`config.mk`:
```
export PLATFORM = sky130hd
export DESIGN_NAME = top_n_score_insert
export DESIGN_NICKNAME = d
export VERILOG_FILES = /design/src/tnsi_pkg.sv /design/src/top_n_score_insert.sv /design/src/tnsi_cell.sv
export VERILOG_INCLUDE_DIRS = /design/src /design/src/src
export SDC_FILE = /design/constraint.sdc
export NUM_CORES = 2
export LEC_CHECK = 0
export ABC_AREA = 1
export BUFFER_PORTS_ARGS = -buffer_cell sky130_fd_sc_hd__buf_2
export CORE_MARGIN = 2
export CORE_UTILIZATION = 35
export DETAILED_ROUTE_END_ITERATION = 10
export GPL_TIMING_DRIVEN = 1
export SKIP_CTS_REPAIR_TIMING = 1
export SLEW_MARGIN = 20
export SYNTH_ARGS = -nofsm -noshare
export SYNTH_HDL_FRONTEND = slang
export SYNTH_SLANG_ARGS = --single-unit
```
`constraint.sdc`:
```
create_clock -name clk -period 2.9 [get_ports clk]
set_input_delay 0.145 -clock clk [delete_from_list [all_inputs] [get_ports clk]]
set_output_delay 0.145 -clock clk [all_outputs]
set_load 0.01 [all_outputs]
```
`src/top_n_score_insert_defines.svh`:
```
// ---------------------------------------------------------------------------
// top_n_score_insert_defines
// assertion macros used by the top n score table module
// ---------------------------------------------------------------------------
`ifndef TOP_N_SCORE_INSERT_DEFINES_SVH
`define TOP_N_SCORE_INSERT_DEFINES_SVH

// property checked at every rising clock edge outside reset
`define TNSI_ASSERT(lbl, prop, msg) \
	lbl: assert property (@(posedge clk) disable iff (!arst_n) (prop)) else $error(msg);

// consequent checked on the clock after the antecedent
`define TNSI_ASSERT_NEXT(lbl, ante, cons, msg) \
	lbl: assert property (@(posedge clk) disable iff (!arst_n) (ante) |=> (cons)) \
		else $error(msg);

`endif

```
`src/tnsi_pkg.sv`:
```
`timescale 1ns / 1ps
// ---------------------------------------------------------------------------
// tnsi_pkg
// types and constants of the top n score table
// ---------------------------------------------------------------------------
package tnsi_pkg;

	localparam int TABLE_DEPTH = 16;
	localparam int SCORE_W     = 32;
	localparam int ID_W        = 32;
	localparam int INDEX_W     = 4;
	localparam int POS_W       = 4;

	// 68 bits of fields, padded to 72
	localparam int IN_DATA_W  = 72;
	// 69 bits of fields, padded to 72
	localparam int OUT_DATA_W = 72;

	localparam logic MODE_INSERT = 1'b0;
	localparam logic MODE_READ   = 1'b1;

	localparam logic signed [SCORE_W-1:0] SCORE_EMPTY = {1'b1, {(SCORE_W-1){1'b0}}};

	// what one slot hands to the next one down
	typedef struct packed {
		logic                        ge;
		logic signed [SCORE_W-1:0]   score;
		logic        [ID_W-1:0]      id;
	} link_t;

	localparam link_t LINK_HEAD = '{ge: 1'b0, score: SCORE_EMPTY, id: '0};

endpackage

```
`src/top_n_score_insert.sv`:
```
`timescale 1ns / 1ps
// ---------------------------------------------------------------------------
// top_n_score_insert
// keeps the best (score, id) pairs in descending score order
// ---------------------------------------------------------------------------
// Each slot is a compare-and-shift cell: on an insert every cell compares the
// new score with its own and either keeps, loads the new pair or takes its
// upper neighbor's pair, all cells updating together. A read selects the slot
// at the given index. One item is taken per clock while results are being
// taken; the result shows in the cycle after the item is accepted, from a
// single output register, and the next item already sees the updated table.
`include "top_n_score_insert_defines.svh"

module top_n_score_insert (
	input  logic                                clk,
	input  logic                                arst_n,
	input  logic                                s_tvalid,
	output logic                                s_tready,
	// score[31:0], item_id[63:32], index[67:64], zero pad
	input  logic [tnsi_pkg::IN_DATA_W-1:0]      s_tdata,
	// mode
	input  logic                                s_tuser,
	output logic                                m_tvalid,
	input  logic                                m_tready,
	// accepted[0], position[4:1], read_score[36:5], read_id[68:37], zero pad
	output logic [tnsi_pkg::OUT_DATA_W-1:0]     m_tdata
);
	import tnsi_pkg::*;

	logic                      take;
	logic                      ins;
	logic signed [SCORE_W-1:0] in_score;
	logic        [ID_W-1:0]    in_id;
	logic        [INDEX_W-1:0] in_index;
	link_t                     lnk [TABLE_DEPTH];
	logic [TABLE_DEPTH-1:0]    ge_vec;

	logic                      hit;
	logic        [POS_W-1:0]   pos;
	logic signed [SCORE_W-1:0] rd_score;
	logic        [ID_W-1:0]    rd_id;

	logic                      out_valid_q;
	logic                      acc_q;
	logic        [POS_W-1:0]   pos_q;
	logic signed [SCORE_W-1:0] rd_score_q;
	logic        [ID_W-1:0]    rd_id_q;

	assign in_score = s_tdata[SCORE_W-1:0];
	assign in_id    = s_tdata[SCORE_W+ID_W-1:SCORE_W];
	assign in_index = s_tdata[SCORE_W+ID_W+INDEX_W-1:SCORE_W+ID_W];

	assign s_tready = !out_valid_q || m_tready;
	assign take     = s_tvalid && s_tready;
	assign ins      = take && (s_tuser == MODE_INSERT);

	for (genvar k = 0; k < TABLE_DEPTH; k++) begin : g_slot
		if (k == 0) begin : g_head
			tnsi_cell u_cell (
				.clk       (clk),
				.arst_n    (arst_n),
				.ins       (ins),
				.new_score (in_score),
				.new_id    (in_id),
				.prev      (LINK_HEAD),
				.cur       (lnk[k])
			);
		end else begin : g_body
			tnsi_cell u_cell (
				.clk       (clk),
				.arst_n    (arst_n),
				.ins       (ins),
				.new_score (in_score),
				.new_id    (in_id),
				.prev      (lnk[k-1]),
				.cur       (lnk[k])
			);
		end
		assign ge_vec[k] = lnk[k].ge;
	end

	// table stays sorted, so the compare flags form a thermometer code
	always_comb begin
		hit = ge_vec[TABLE_DEPTH-1];
		pos = '0;
		for (int k = TABLE_DEPTH - 1; k >= 0; k--) begin
			if (ge_vec[k]) begin
				pos = POS_W'(k);
			end
		end
	end

	// out of range index reads as zero
	always_comb begin
		rd_score = '0;
		rd_id    = '0;
		for (int k = 0; k < TABLE_DEPTH; k++) begin
			if (int'(in_index) == k) begin
				rd_score = lnk[k].score;
				rd_id    = lnk[k].id;
			end
		end
	end

	always_ff @(posedge clk or negedge arst_n) begin
		if (!arst_n) begin
			out_valid_q <= 1'b0;
		end else if (s_tready) begin
			out_valid_q <= s_tvalid;
		end
	end

	always_ff @(posedge clk) begin
		if (take) begin
			if (s_tuser == MODE_READ) begin
				acc_q      <= 1'b0;
				pos_q      <= '0;
				rd_score_q <= rd_score;
				rd_id_q    <= rd_id;
			end else begin
				acc_q      <= hit;
				pos_q      <= hit ? pos : '0;
				rd_score_q <= '0;
				rd_id_q    <= '0;
			end
		end
	end

	assign m_tvalid = out_valid_q;
	assign m_tdata  = {{(OUT_DATA_W-1-POS_W-SCORE_W-ID_W){1'b0}},
		rd_id_q, rd_score_q, pos_q, acc_q};

	`TNSI_ASSERT(a_ge_thermo, $onehot0(ge_vec ^ (ge_vec << 1)), "compare flags not monotonic")
	`TNSI_ASSERT(a_acc_no_read, !(out_valid_q && acc_q) || (rd_score_q == '0 && rd_id_q == '0),
		"accepted insert result carries read data")
	`TNSI_ASSERT_NEXT(a_read_keeps_head, take && (s_tuser == MODE_READ),
		$stable(lnk[0].score) && $stable(lnk[TABLE_DEPTH-1].score), "read changed the table")
	`TNSI_ASSERT_NEXT(a_reject_keeps, ins && !hit, $stable(lnk[0].score) && $stable(lnk[0].id),
		"rejected insert changed the table")

endmodule

```
`src/tnsi_cell.sv`:
```
`timescale 1ns / 1ps
// ---------------------------------------------------------------------------
// tnsi_cell
// one slot of the table: compares the new score and shifts or loads
// ---------------------------------------------------------------------------
module tnsi_cell (
	input  logic                              clk,
	input  logic                              arst_n,
	input  logic                              ins,
	input  logic signed [tnsi_pkg::SCORE_W-1:0] new_score,
	input  logic        [tnsi_pkg::ID_W-1:0]    new_id,
	input  tnsi_pkg::link_t                   prev,
	output tnsi_pkg::link_t                   cur
);
	import tnsi_pkg::*;

	logic signed [SCORE_W-1:0] score_q;
	logic        [ID_W-1:0]    id_q;
	logic                      ge;

	// stored score not greater than the new one
	assign ge = (new_score >= score_q);

	always_ff @(posedge clk or negedge arst_n) begin
		if (!arst_n) begin
			score_q <= SCORE_EMPTY;
			id_q    <= '0;
		end else if (ins) begin
			if (prev.ge) begin
				// insertion point is above: take the neighbor's entry
				score_q <= prev.score;
				id_q    <= prev.id;
			end else if (ge) begin
				score_q <= new_score;
				id_q    <= new_id;
			end
		end
	end

	assign cur.ge    = ge;
	assign cur.score = score_q;
	assign cur.id    = id_q;

endmodule

```
## Word-level counts from Yosys, hierarchy flattened

Cells that the tools add are included.

- Output and inout bits: 74
- Logic and storage cells: 219
- Bits of input ports: 77
- Bits in registers: 1094

- Reductions and logical operators: 40
- Magnitude comparators: 16
- Eq/ne operators: 15
- Muxes and demuxes: 106
- Bitwise operators: 2

Operator list:

| operator | number |
|---|---|
| 32-bit two-way mux | 92 |
| 32-bit >= comparator | 16 |
| 4-bit == test (second input constant) | 8 |
| 2-bit AND reduction | 16 |
| 2-bit nonzero test | 15 |
| 4-bit two-way mux | 5 |
| 4-bit by 3-bit == test with 1-bit output (second input constant) | 4 |
| 3-bit two-way mux | 4 |
| 10-bit OR reduction | 1 |
| 4-bit by 2-bit == test with 1-bit output (second input constant) | 2 |
| 2-bit two-way mux | 3 |
| 6-bit OR reduction | 1 |
| 4-bit by 1-bit == test with 1-bit output (second input constant) | 1 |
| 4-bit zero test | 1 |
| 4-bit OR reduction | 1 |
| 3-bit OR reduction | 1 |
| 1-bit logical AND | 2 |
| 1-bit two-way mux | 2 |
| 1-bit inverter | 2 |
| 1-bit zero test | 1 |
| 1-bit logical OR | 1 |

## Longest topological paths before layout

- Depth in word-level cells: 17
- Mapped depth: 29
- Mapped depth without buffers: 28

## By module

From an unflattened synthesis, not the netlist that was laid out.

- Cells, all modules: 12078
- Area total of the unflattened synthesis: 82594.2 um^2

Modules (own cells, without submodules):

| module | cells each | seq. area each (um^2) | area an instance (um^2) | instances |
|---|---|---|---|---|
| tnsi_cell | 628 | 1602.8 | 4480.5 | 16 |
| top_n_score_insert | 2030 | 2097.0 | 10905.5 | 1 |

## Worst setup path after synthesis

OpenSTA, ideal clock, no wires.

- Kind: input port to flip-flop
- Start point: input s_tdata[0] (netlist bit)
- End point: register g_slot[5].g_body.u_cell.id_q[11]
- Path slack: -221 ps
- Buffers on the path: 4
- Cell stages on the path: 21
- Data required time: 2780 ps
- Arrival: 3002 ps
- Library setup time: 120 ps
- Cells stage by stage: clkbuf_1 > clkinv_1 > ha_1 > nor2_1 > nor2_1 > o21a_1 > nor2_1 > nor2_1 > o21ai_1 > nand2_1 > o2111ai_1 > nand2_1 > a21oi_1 > nor2_4 > inv_2 > nor2_4 > nor2_1 > buf_4 > buf_6 > buf_6 > a21oi_2

- Longest elaborated chain between the ends: 3
- Elaborated cells between the ends (all ways): 5
- Those cells by class: order compare (2); mux (1); reduce/logical (2)

Ends and longest elaborated chain:

| element | line | text |
|---|---|---|
| start, declared | top_n_score_insert.sv:20 | `input logic [tnsi_pkg::IN_DATA_W-1:0] s_tdata,` |
| 32-bit >= comparator | tnsi_cell.sv:22 | `assign ge = (new_score >= score_q);` |
| 2-bit nonzero test (no source line) | -- |  |
| 2-bit AND reduction (no source line) | -- |  |
| end signal, assigned | tnsi_cell.sv:32 | `id_q <= prev.id;` |
| end signal, assigned | tnsi_cell.sv:35 | `id_q <= new_id;` |
| end, declared | tnsi_cell.sv:18 | `logic [ID_W-1:0] id_q;` |

Several ways; a longest one is shown, not always the timed one.
A chain may end at the register's enable or synchronous reset.

## Final worst setup path

- Start point: register g_slot[2].g_body.u_cell.score_q[31]
- End point: register g_slot[3].g_body.u_cell.id_q[28]

- Longest elaborated chain between the ends: 3
- Elaborated cells between the ends (all ways): 4
- Those cells by class: order compare (1); mux (1); reduce/logical (2)

Ends and longest elaborated chain:

| element | line | text |
|---|---|---|
| start, declared | tnsi_cell.sv:17 | `logic signed [SCORE_W-1:0] score_q;` |
| start signal, assigned | tnsi_cell.sv:31 | `score_q <= prev.score;` |
| start signal, assigned | tnsi_cell.sv:34 | `score_q <= new_score;` |
| 32-bit >= comparator (*) | tnsi_cell.sv:22 |  |
| 2-bit nonzero test (no source line) | -- |  |
| 2-bit AND reduction (no source line) | -- |  |
| end signal, assigned | tnsi_cell.sv:32 |  |
| end signal, assigned | tnsi_cell.sv:35 |  |
| end, declared | tnsi_cell.sv:18 |  |

Every way passes the cells marked *; elsewhere a longest branch is shown, timed or not.

==> load_flow_metrics.sql <==
INSERT INTO impl_metrics (metric_group, metric, value, unit) VALUES
('grt', 'grt_antenna_before_repair', '16', ''),
('timing', 'worst_hold_slack', '-0.0277', 'ns'),
('grt', 'first_global_vias', '62461', ''),
('synthesis', 'dominantRegCellSynth', 'sky130_fd_sc_hd__dfrtp_1', ''),
('place', 'port-buffer-count', '143', ''),
('power', 'power.clock.fraction', '17.5', '%'),
('timing', 'fin_crit_sh', '107', '%'),
('cts', 'tritoncts', 'yes', ''),
('place', 'placed_cell_area', '0.0803', 'mm2'),
('synthesis', 'synth_top_cells_by_area', 'sky130_fd_sc_hd__dfrtp_1 (37%), sky130_fd_sc_hd__nand2_1 (13%), sky130_fd_sc_hd__ha_1 (9.4%)', ''),
('synthesis', 'post_synth_fa_ha_maj_area_fraction', '9.42', '%'),
('worst_setup_path', 'critical_path_peak_fanout', '32', ''),
('finish', 'layout.cells.most_common_list', 'sky130_fd_sc_hd__nand2_1 (2,328), sky130_fd_sc_hd__buf_4 (1,134), sky130_fd_sc_hd__dfrtp_1 (1,009)', ''),
('timing', 'timing.max_slew.rel_slack', '37.8', '%'),
('synthesis', 'synth-async-reset-ratio', '93.7', '%'),
('timing', 'fin_ws', '-0.199', 'ns'),
('power', 'power.switching_fraction', '44.3', '%'),
('synthesis', 'synth_enable_flop_cells', '69', ''),
('power', 'p_comb_share', '55.6', '%'),
('timing', 'transition_time_at_the_pin_with_the_least_slew_margin', '0.931', 'ns'),
('grt', 'largest_net_degree_at_the_start_of_global_routing', '87', ''),
('drt', 'drt_drc_violations_left', '0', ''),
('power', 'intPower', '0.0571', 'W'),
('power', 'net-switching-power', '0.0454', 'W'),
('drt', 'drtAntennaViolNets', '0', ''),
('timing', 'fin_skew', '0.0380', 'ns'),
('finish', 'fin_area', '0.0900', 'mm2'),
('synthesis', 'netlist_area', '0.0680', 'mm2'),
('worst_setup_path', 'timing.critical_path.from', 'g_slot[2].g_body.u_cell.score_q[31]', ''),
('floorplanning', 'initial_core_util', '35.3', '%'),
('worst_setup_path', 'worst-endpoint-arrival', '3.77', 'ns'),
('status', 'outcome', 'complete, but fails checks', ''),
('synthesis', 'share_of_the_yosys_chip_area_belonging_to_registers', '40.8', '%'),
('worst_hold_path', 'timing.hold.worst.class', 'primary input to flip-flop', ''),
('place', 'routabilityCongestion', '0.928', ''),
('timing', 'rsz0062_at_grt', 'true', ''),
('power', 'p_leak', '42.0', 'nW'),
('floorplanning', 'rows', '161', ''),
('synthesis', 'synth_top_family_by_area', 'compound AO/OA/AOI/OAI gates', ''),
('timing', 'setup-violations-final', '609', ''),
('timing', 'clock_period_minus_worst_slack', '3.10', 'ns'),
('power', 'pwr_total', '0.103', 'W'),
('synthesis', 'synth_warnings', '0', ''),
('timing', 'timing_hold_violations_final', '2', ''),
('drt', 'finalWirelength', '271', 'mm'),
('worst_setup_path', 'regToRegStartpoint', 'g_slot[2].g_body.u_cell.score_q[31]', ''),
('synthesis', 'ys_types', '49', ''),
('synthesis', 'post_synth_mux_area_share', '0', '%'),
('drt', 'wire_per_inst', '21.4', 'um'),
('synthesis', 'netlist.area_leader.share', '37.1', '%'),
('drt', 'vias', '69424', ''),
('finish', 'flow.area_growth_from_synthesis', '32.4', '%'),
('synthesis', 'yosys_register_bits', '1094', ''),
('cts', 'ctsLongestPathBuffers', '3', ''),
('grt', 'grt_usage', '24.4', '%'),
('cts', 'htreeDepth', '4', ''),
('worst_setup_path', 'endpoint_kind', 'flip-flop', ''),
('power', 'ir_drop', '0.878', 'mV'),
('worst_setup_path', 'ff2ff_path_depth', '16', ''),
('synthesis', 'post_synth_xor_area_fraction', '0.0129', '%'),
('synthesis', 'synth_compound_area_share', '21.6', '%'),
('grt', 'grt_overflow_total', '0', ''),
('status', 'failed_checks', 'hold timing, setup timing', ''),
('drt', 'detailedRoute.firstIterationViolations', '7040', ''),
('worst_setup_path', 'path_class', 'flip-flop to flip-flop', ''),
('timing', 'max_clock_freq', '323', 'MHz'),
('worst_setup_path', 'endpoint', 'g_slot[3].g_body.u_cell.id_q[28]', ''),
('floorplanning', 'floorplan.die.width', '445', 'um'),
('worst_setup_path', 'r2r_slack', '-0.20', 'ns'),
('floorplanning', 'placeable_core_area', '0.193', 'mm2'),
('cts', 'clk_root_buffer_cell', 'sky130_fd_sc_hd__clkbuf_16', '');
[Yosys cell counts, types with 3 or more instances]
master / number
sky130_fd_sc_hd__a2111oi_0: 5
sky130_fd_sc_hd__a211oi_1: 25
sky130_fd_sc_hd__a21o_1: 6
sky130_fd_sc_hd__a21oi_1: 349
sky130_fd_sc_hd__a21oi_2: 11
sky130_fd_sc_hd__a221oi_1: 26
sky130_fd_sc_hd__a31oi_1: 214
sky130_fd_sc_hd__buf_1: 62
sky130_fd_sc_hd__buf_2: 135
sky130_fd_sc_hd__buf_4: 14
sky130_fd_sc_hd__buf_6: 3
sky130_fd_sc_hd__clkbuf_1: 384
sky130_fd_sc_hd__clkinv_1: 23
sky130_fd_sc_hd__dfrtp_1: 1009
sky130_fd_sc_hd__dfstp_2: 16
sky130_fd_sc_hd__edfxtp_1: 69
sky130_fd_sc_hd__ha_1: 512
sky130_fd_sc_hd__inv_1: 869
sky130_fd_sc_hd__inv_2: 11
sky130_fd_sc_hd__nand2_1: 2395
sky130_fd_sc_hd__nand3_1: 168
sky130_fd_sc_hd__nand3b_1: 4
sky130_fd_sc_hd__nand4_1: 125
sky130_fd_sc_hd__nor2_1: 560
sky130_fd_sc_hd__nor3_1: 55
sky130_fd_sc_hd__nor3b_1: 3
sky130_fd_sc_hd__nor4_1: 17
sky130_fd_sc_hd__o2111ai_1: 59
sky130_fd_sc_hd__o211ai_1: 516
sky130_fd_sc_hd__o21a_1: 43
sky130_fd_sc_hd__o21ai_0: 1095
sky130_fd_sc_hd__o21ai_1: 26
sky130_fd_sc_hd__o21bai_1: 10
sky130_fd_sc_hd__o221ai_1: 13
sky130_fd_sc_hd__o22ai_1: 71
sky130_fd_sc_hd__o41ai_1: 3
sky130_fd_sc_hd__or2_2: 5
[power by group through the flow]
stage                     registers [W]  logic [W]  clock network (W)
after floorplan                  0.0265     0.0284                  0
after global placement           0.0272     0.0475                  0
after global routing             0.0284     0.0627             0.0188
final                            0.0275     0.0570             0.0180
after CTS                        0.0272     0.0490             0.0182
after detailed placement         0.0275     0.0487                  0
[worst max-delay path, stage by stage, from the launching register on]
cell and delay (ns):
sky130_fd_sc_hd__dfstp_2 0.54, sky130_fd_sc_hd__inv_2 0.05, sky130_fd_sc_hd__ha_4 0.26, sky130_fd_sc_hd__nand4_1 0.13, sky130_fd_sc_hd__or3_4 0.38, sky130_fd_sc_hd__nor4_4 0.15
sky130_fd_sc_hd__buf_4 0.16, sky130_fd_sc_hd__nand2_2 0.05, sky130_fd_sc_hd__nand2_2 0.10, sky130_fd_sc_hd__xnor2_2 0.06, sky130_fd_sc_hd__inv_1 0.09, sky130_fd_sc_hd__nand2_4 0.09
sky130_fd_sc_hd__buf_6 0.13, sky130_fd_sc_hd__o21ai_4 0.24, sky130_fd_sc_hd__buf_12 0.20, sky130_fd_sc_hd__clkbuf_16 0.23, sky130_fd_sc_hd__o21ai_0 0.11
[area by class of cell]
type | instances | area [um2]
fillers | 18433 | 103000
multi-input cells | 6333 | 36300
clock buffers | 176 | 3690
flip-flops and latches | 1094 | 27700
inverters | 903 | 3450
well taps | 2526 | 3160
clock inverters | 74 | 943
repair buffers | 1565 | 14700
diodes | 8 | 20.0
[worst min path at each step]
| stage | from | end | slack [ns] | cells after the start |
|---|---|---|---|---|
| 3_5_place_dp | arst_n | g_slot[13].g_body.u_cell.id_q[27] | 0.19 | 1 |
| 2_1_floorplan | arst_n | g_slot[0].g_head.u_cell.id_q[0] | -0.15 | 0 |
| 5_1_grt | s_tdata[1] | g_slot[3].g_body.u_cell.score_q[1] | 0.02 | 4 |
| 3_3_place_gp | arst_n | g_slot[13].g_body.u_cell.id_q[27] | 0.19 | 1 |
| 6_report | s_tdata[1] | g_slot[3].g_body.u_cell.score_q[1] | -0.03 | 4 |
| 4_1_cts | arst_n | g_slot[13].g_body.u_cell.id_q[27] | -0.67 | 1 |
[per-stage QoR]
step | utilization (%) | std cells | hold WS, ns | TNS [ns]
final | 46.7 | 12679 | -0.0277 | -47.59
after global routing | 46.7 | 12675 | 0.0186 | -155.26
after CTS | 44.1 | 12464 | -0.670 | -226.11
after detailed placement | 41.6 | 12214 | 0.188 | -377.00
after global placement | 41.6 | 12214 | 0.188 | -341.27
after floorplan | - | 8928 | -0.151 | 0
[state kept, by name, indices dropped and copies added, names as in the netlist]
signal                        count
rd_id_q                          32
g_slot.g_head.u_cell.score_q     32
g_slot.g_head.u_cell.id_q        32
m_tvalid                          1
rd_score_q                       32
acc_q                             1
g_slot.g_body.u_cell.score_q    480
g_slot.g_body.u_cell.id_q       480
pos_q                             4
[routing by layer]
metal | part of all wire [%] | GRT usage, % | routed length [um] | up-vias
met3 | 8.5 | 3.73 | 23000 | 523
met2 | 44 | 36.1 | 118000 | 3070
met1 | 44 | 36.4 | 119000 | 33228
met5 | 0.017 | 0 | 46 | -
met4 | 4.3 | 7.19 | 11600 | 8
li1 | - | - | - | 32595
[cells by family after synthesis]
| group | count (synthesis) |
|---|---|
| flip-flops | 1094 |
| AO/OA/AOI/OAI | 2473 |
| XOR/XNOR | 1 |
| other | 1 |
| AND/OR/NAND/NOR | 3344 |
| adder cells (fa/ha/maj) | 512 |
| buffers and inverters | 1501 |
(Power assumes the default switching activity.)
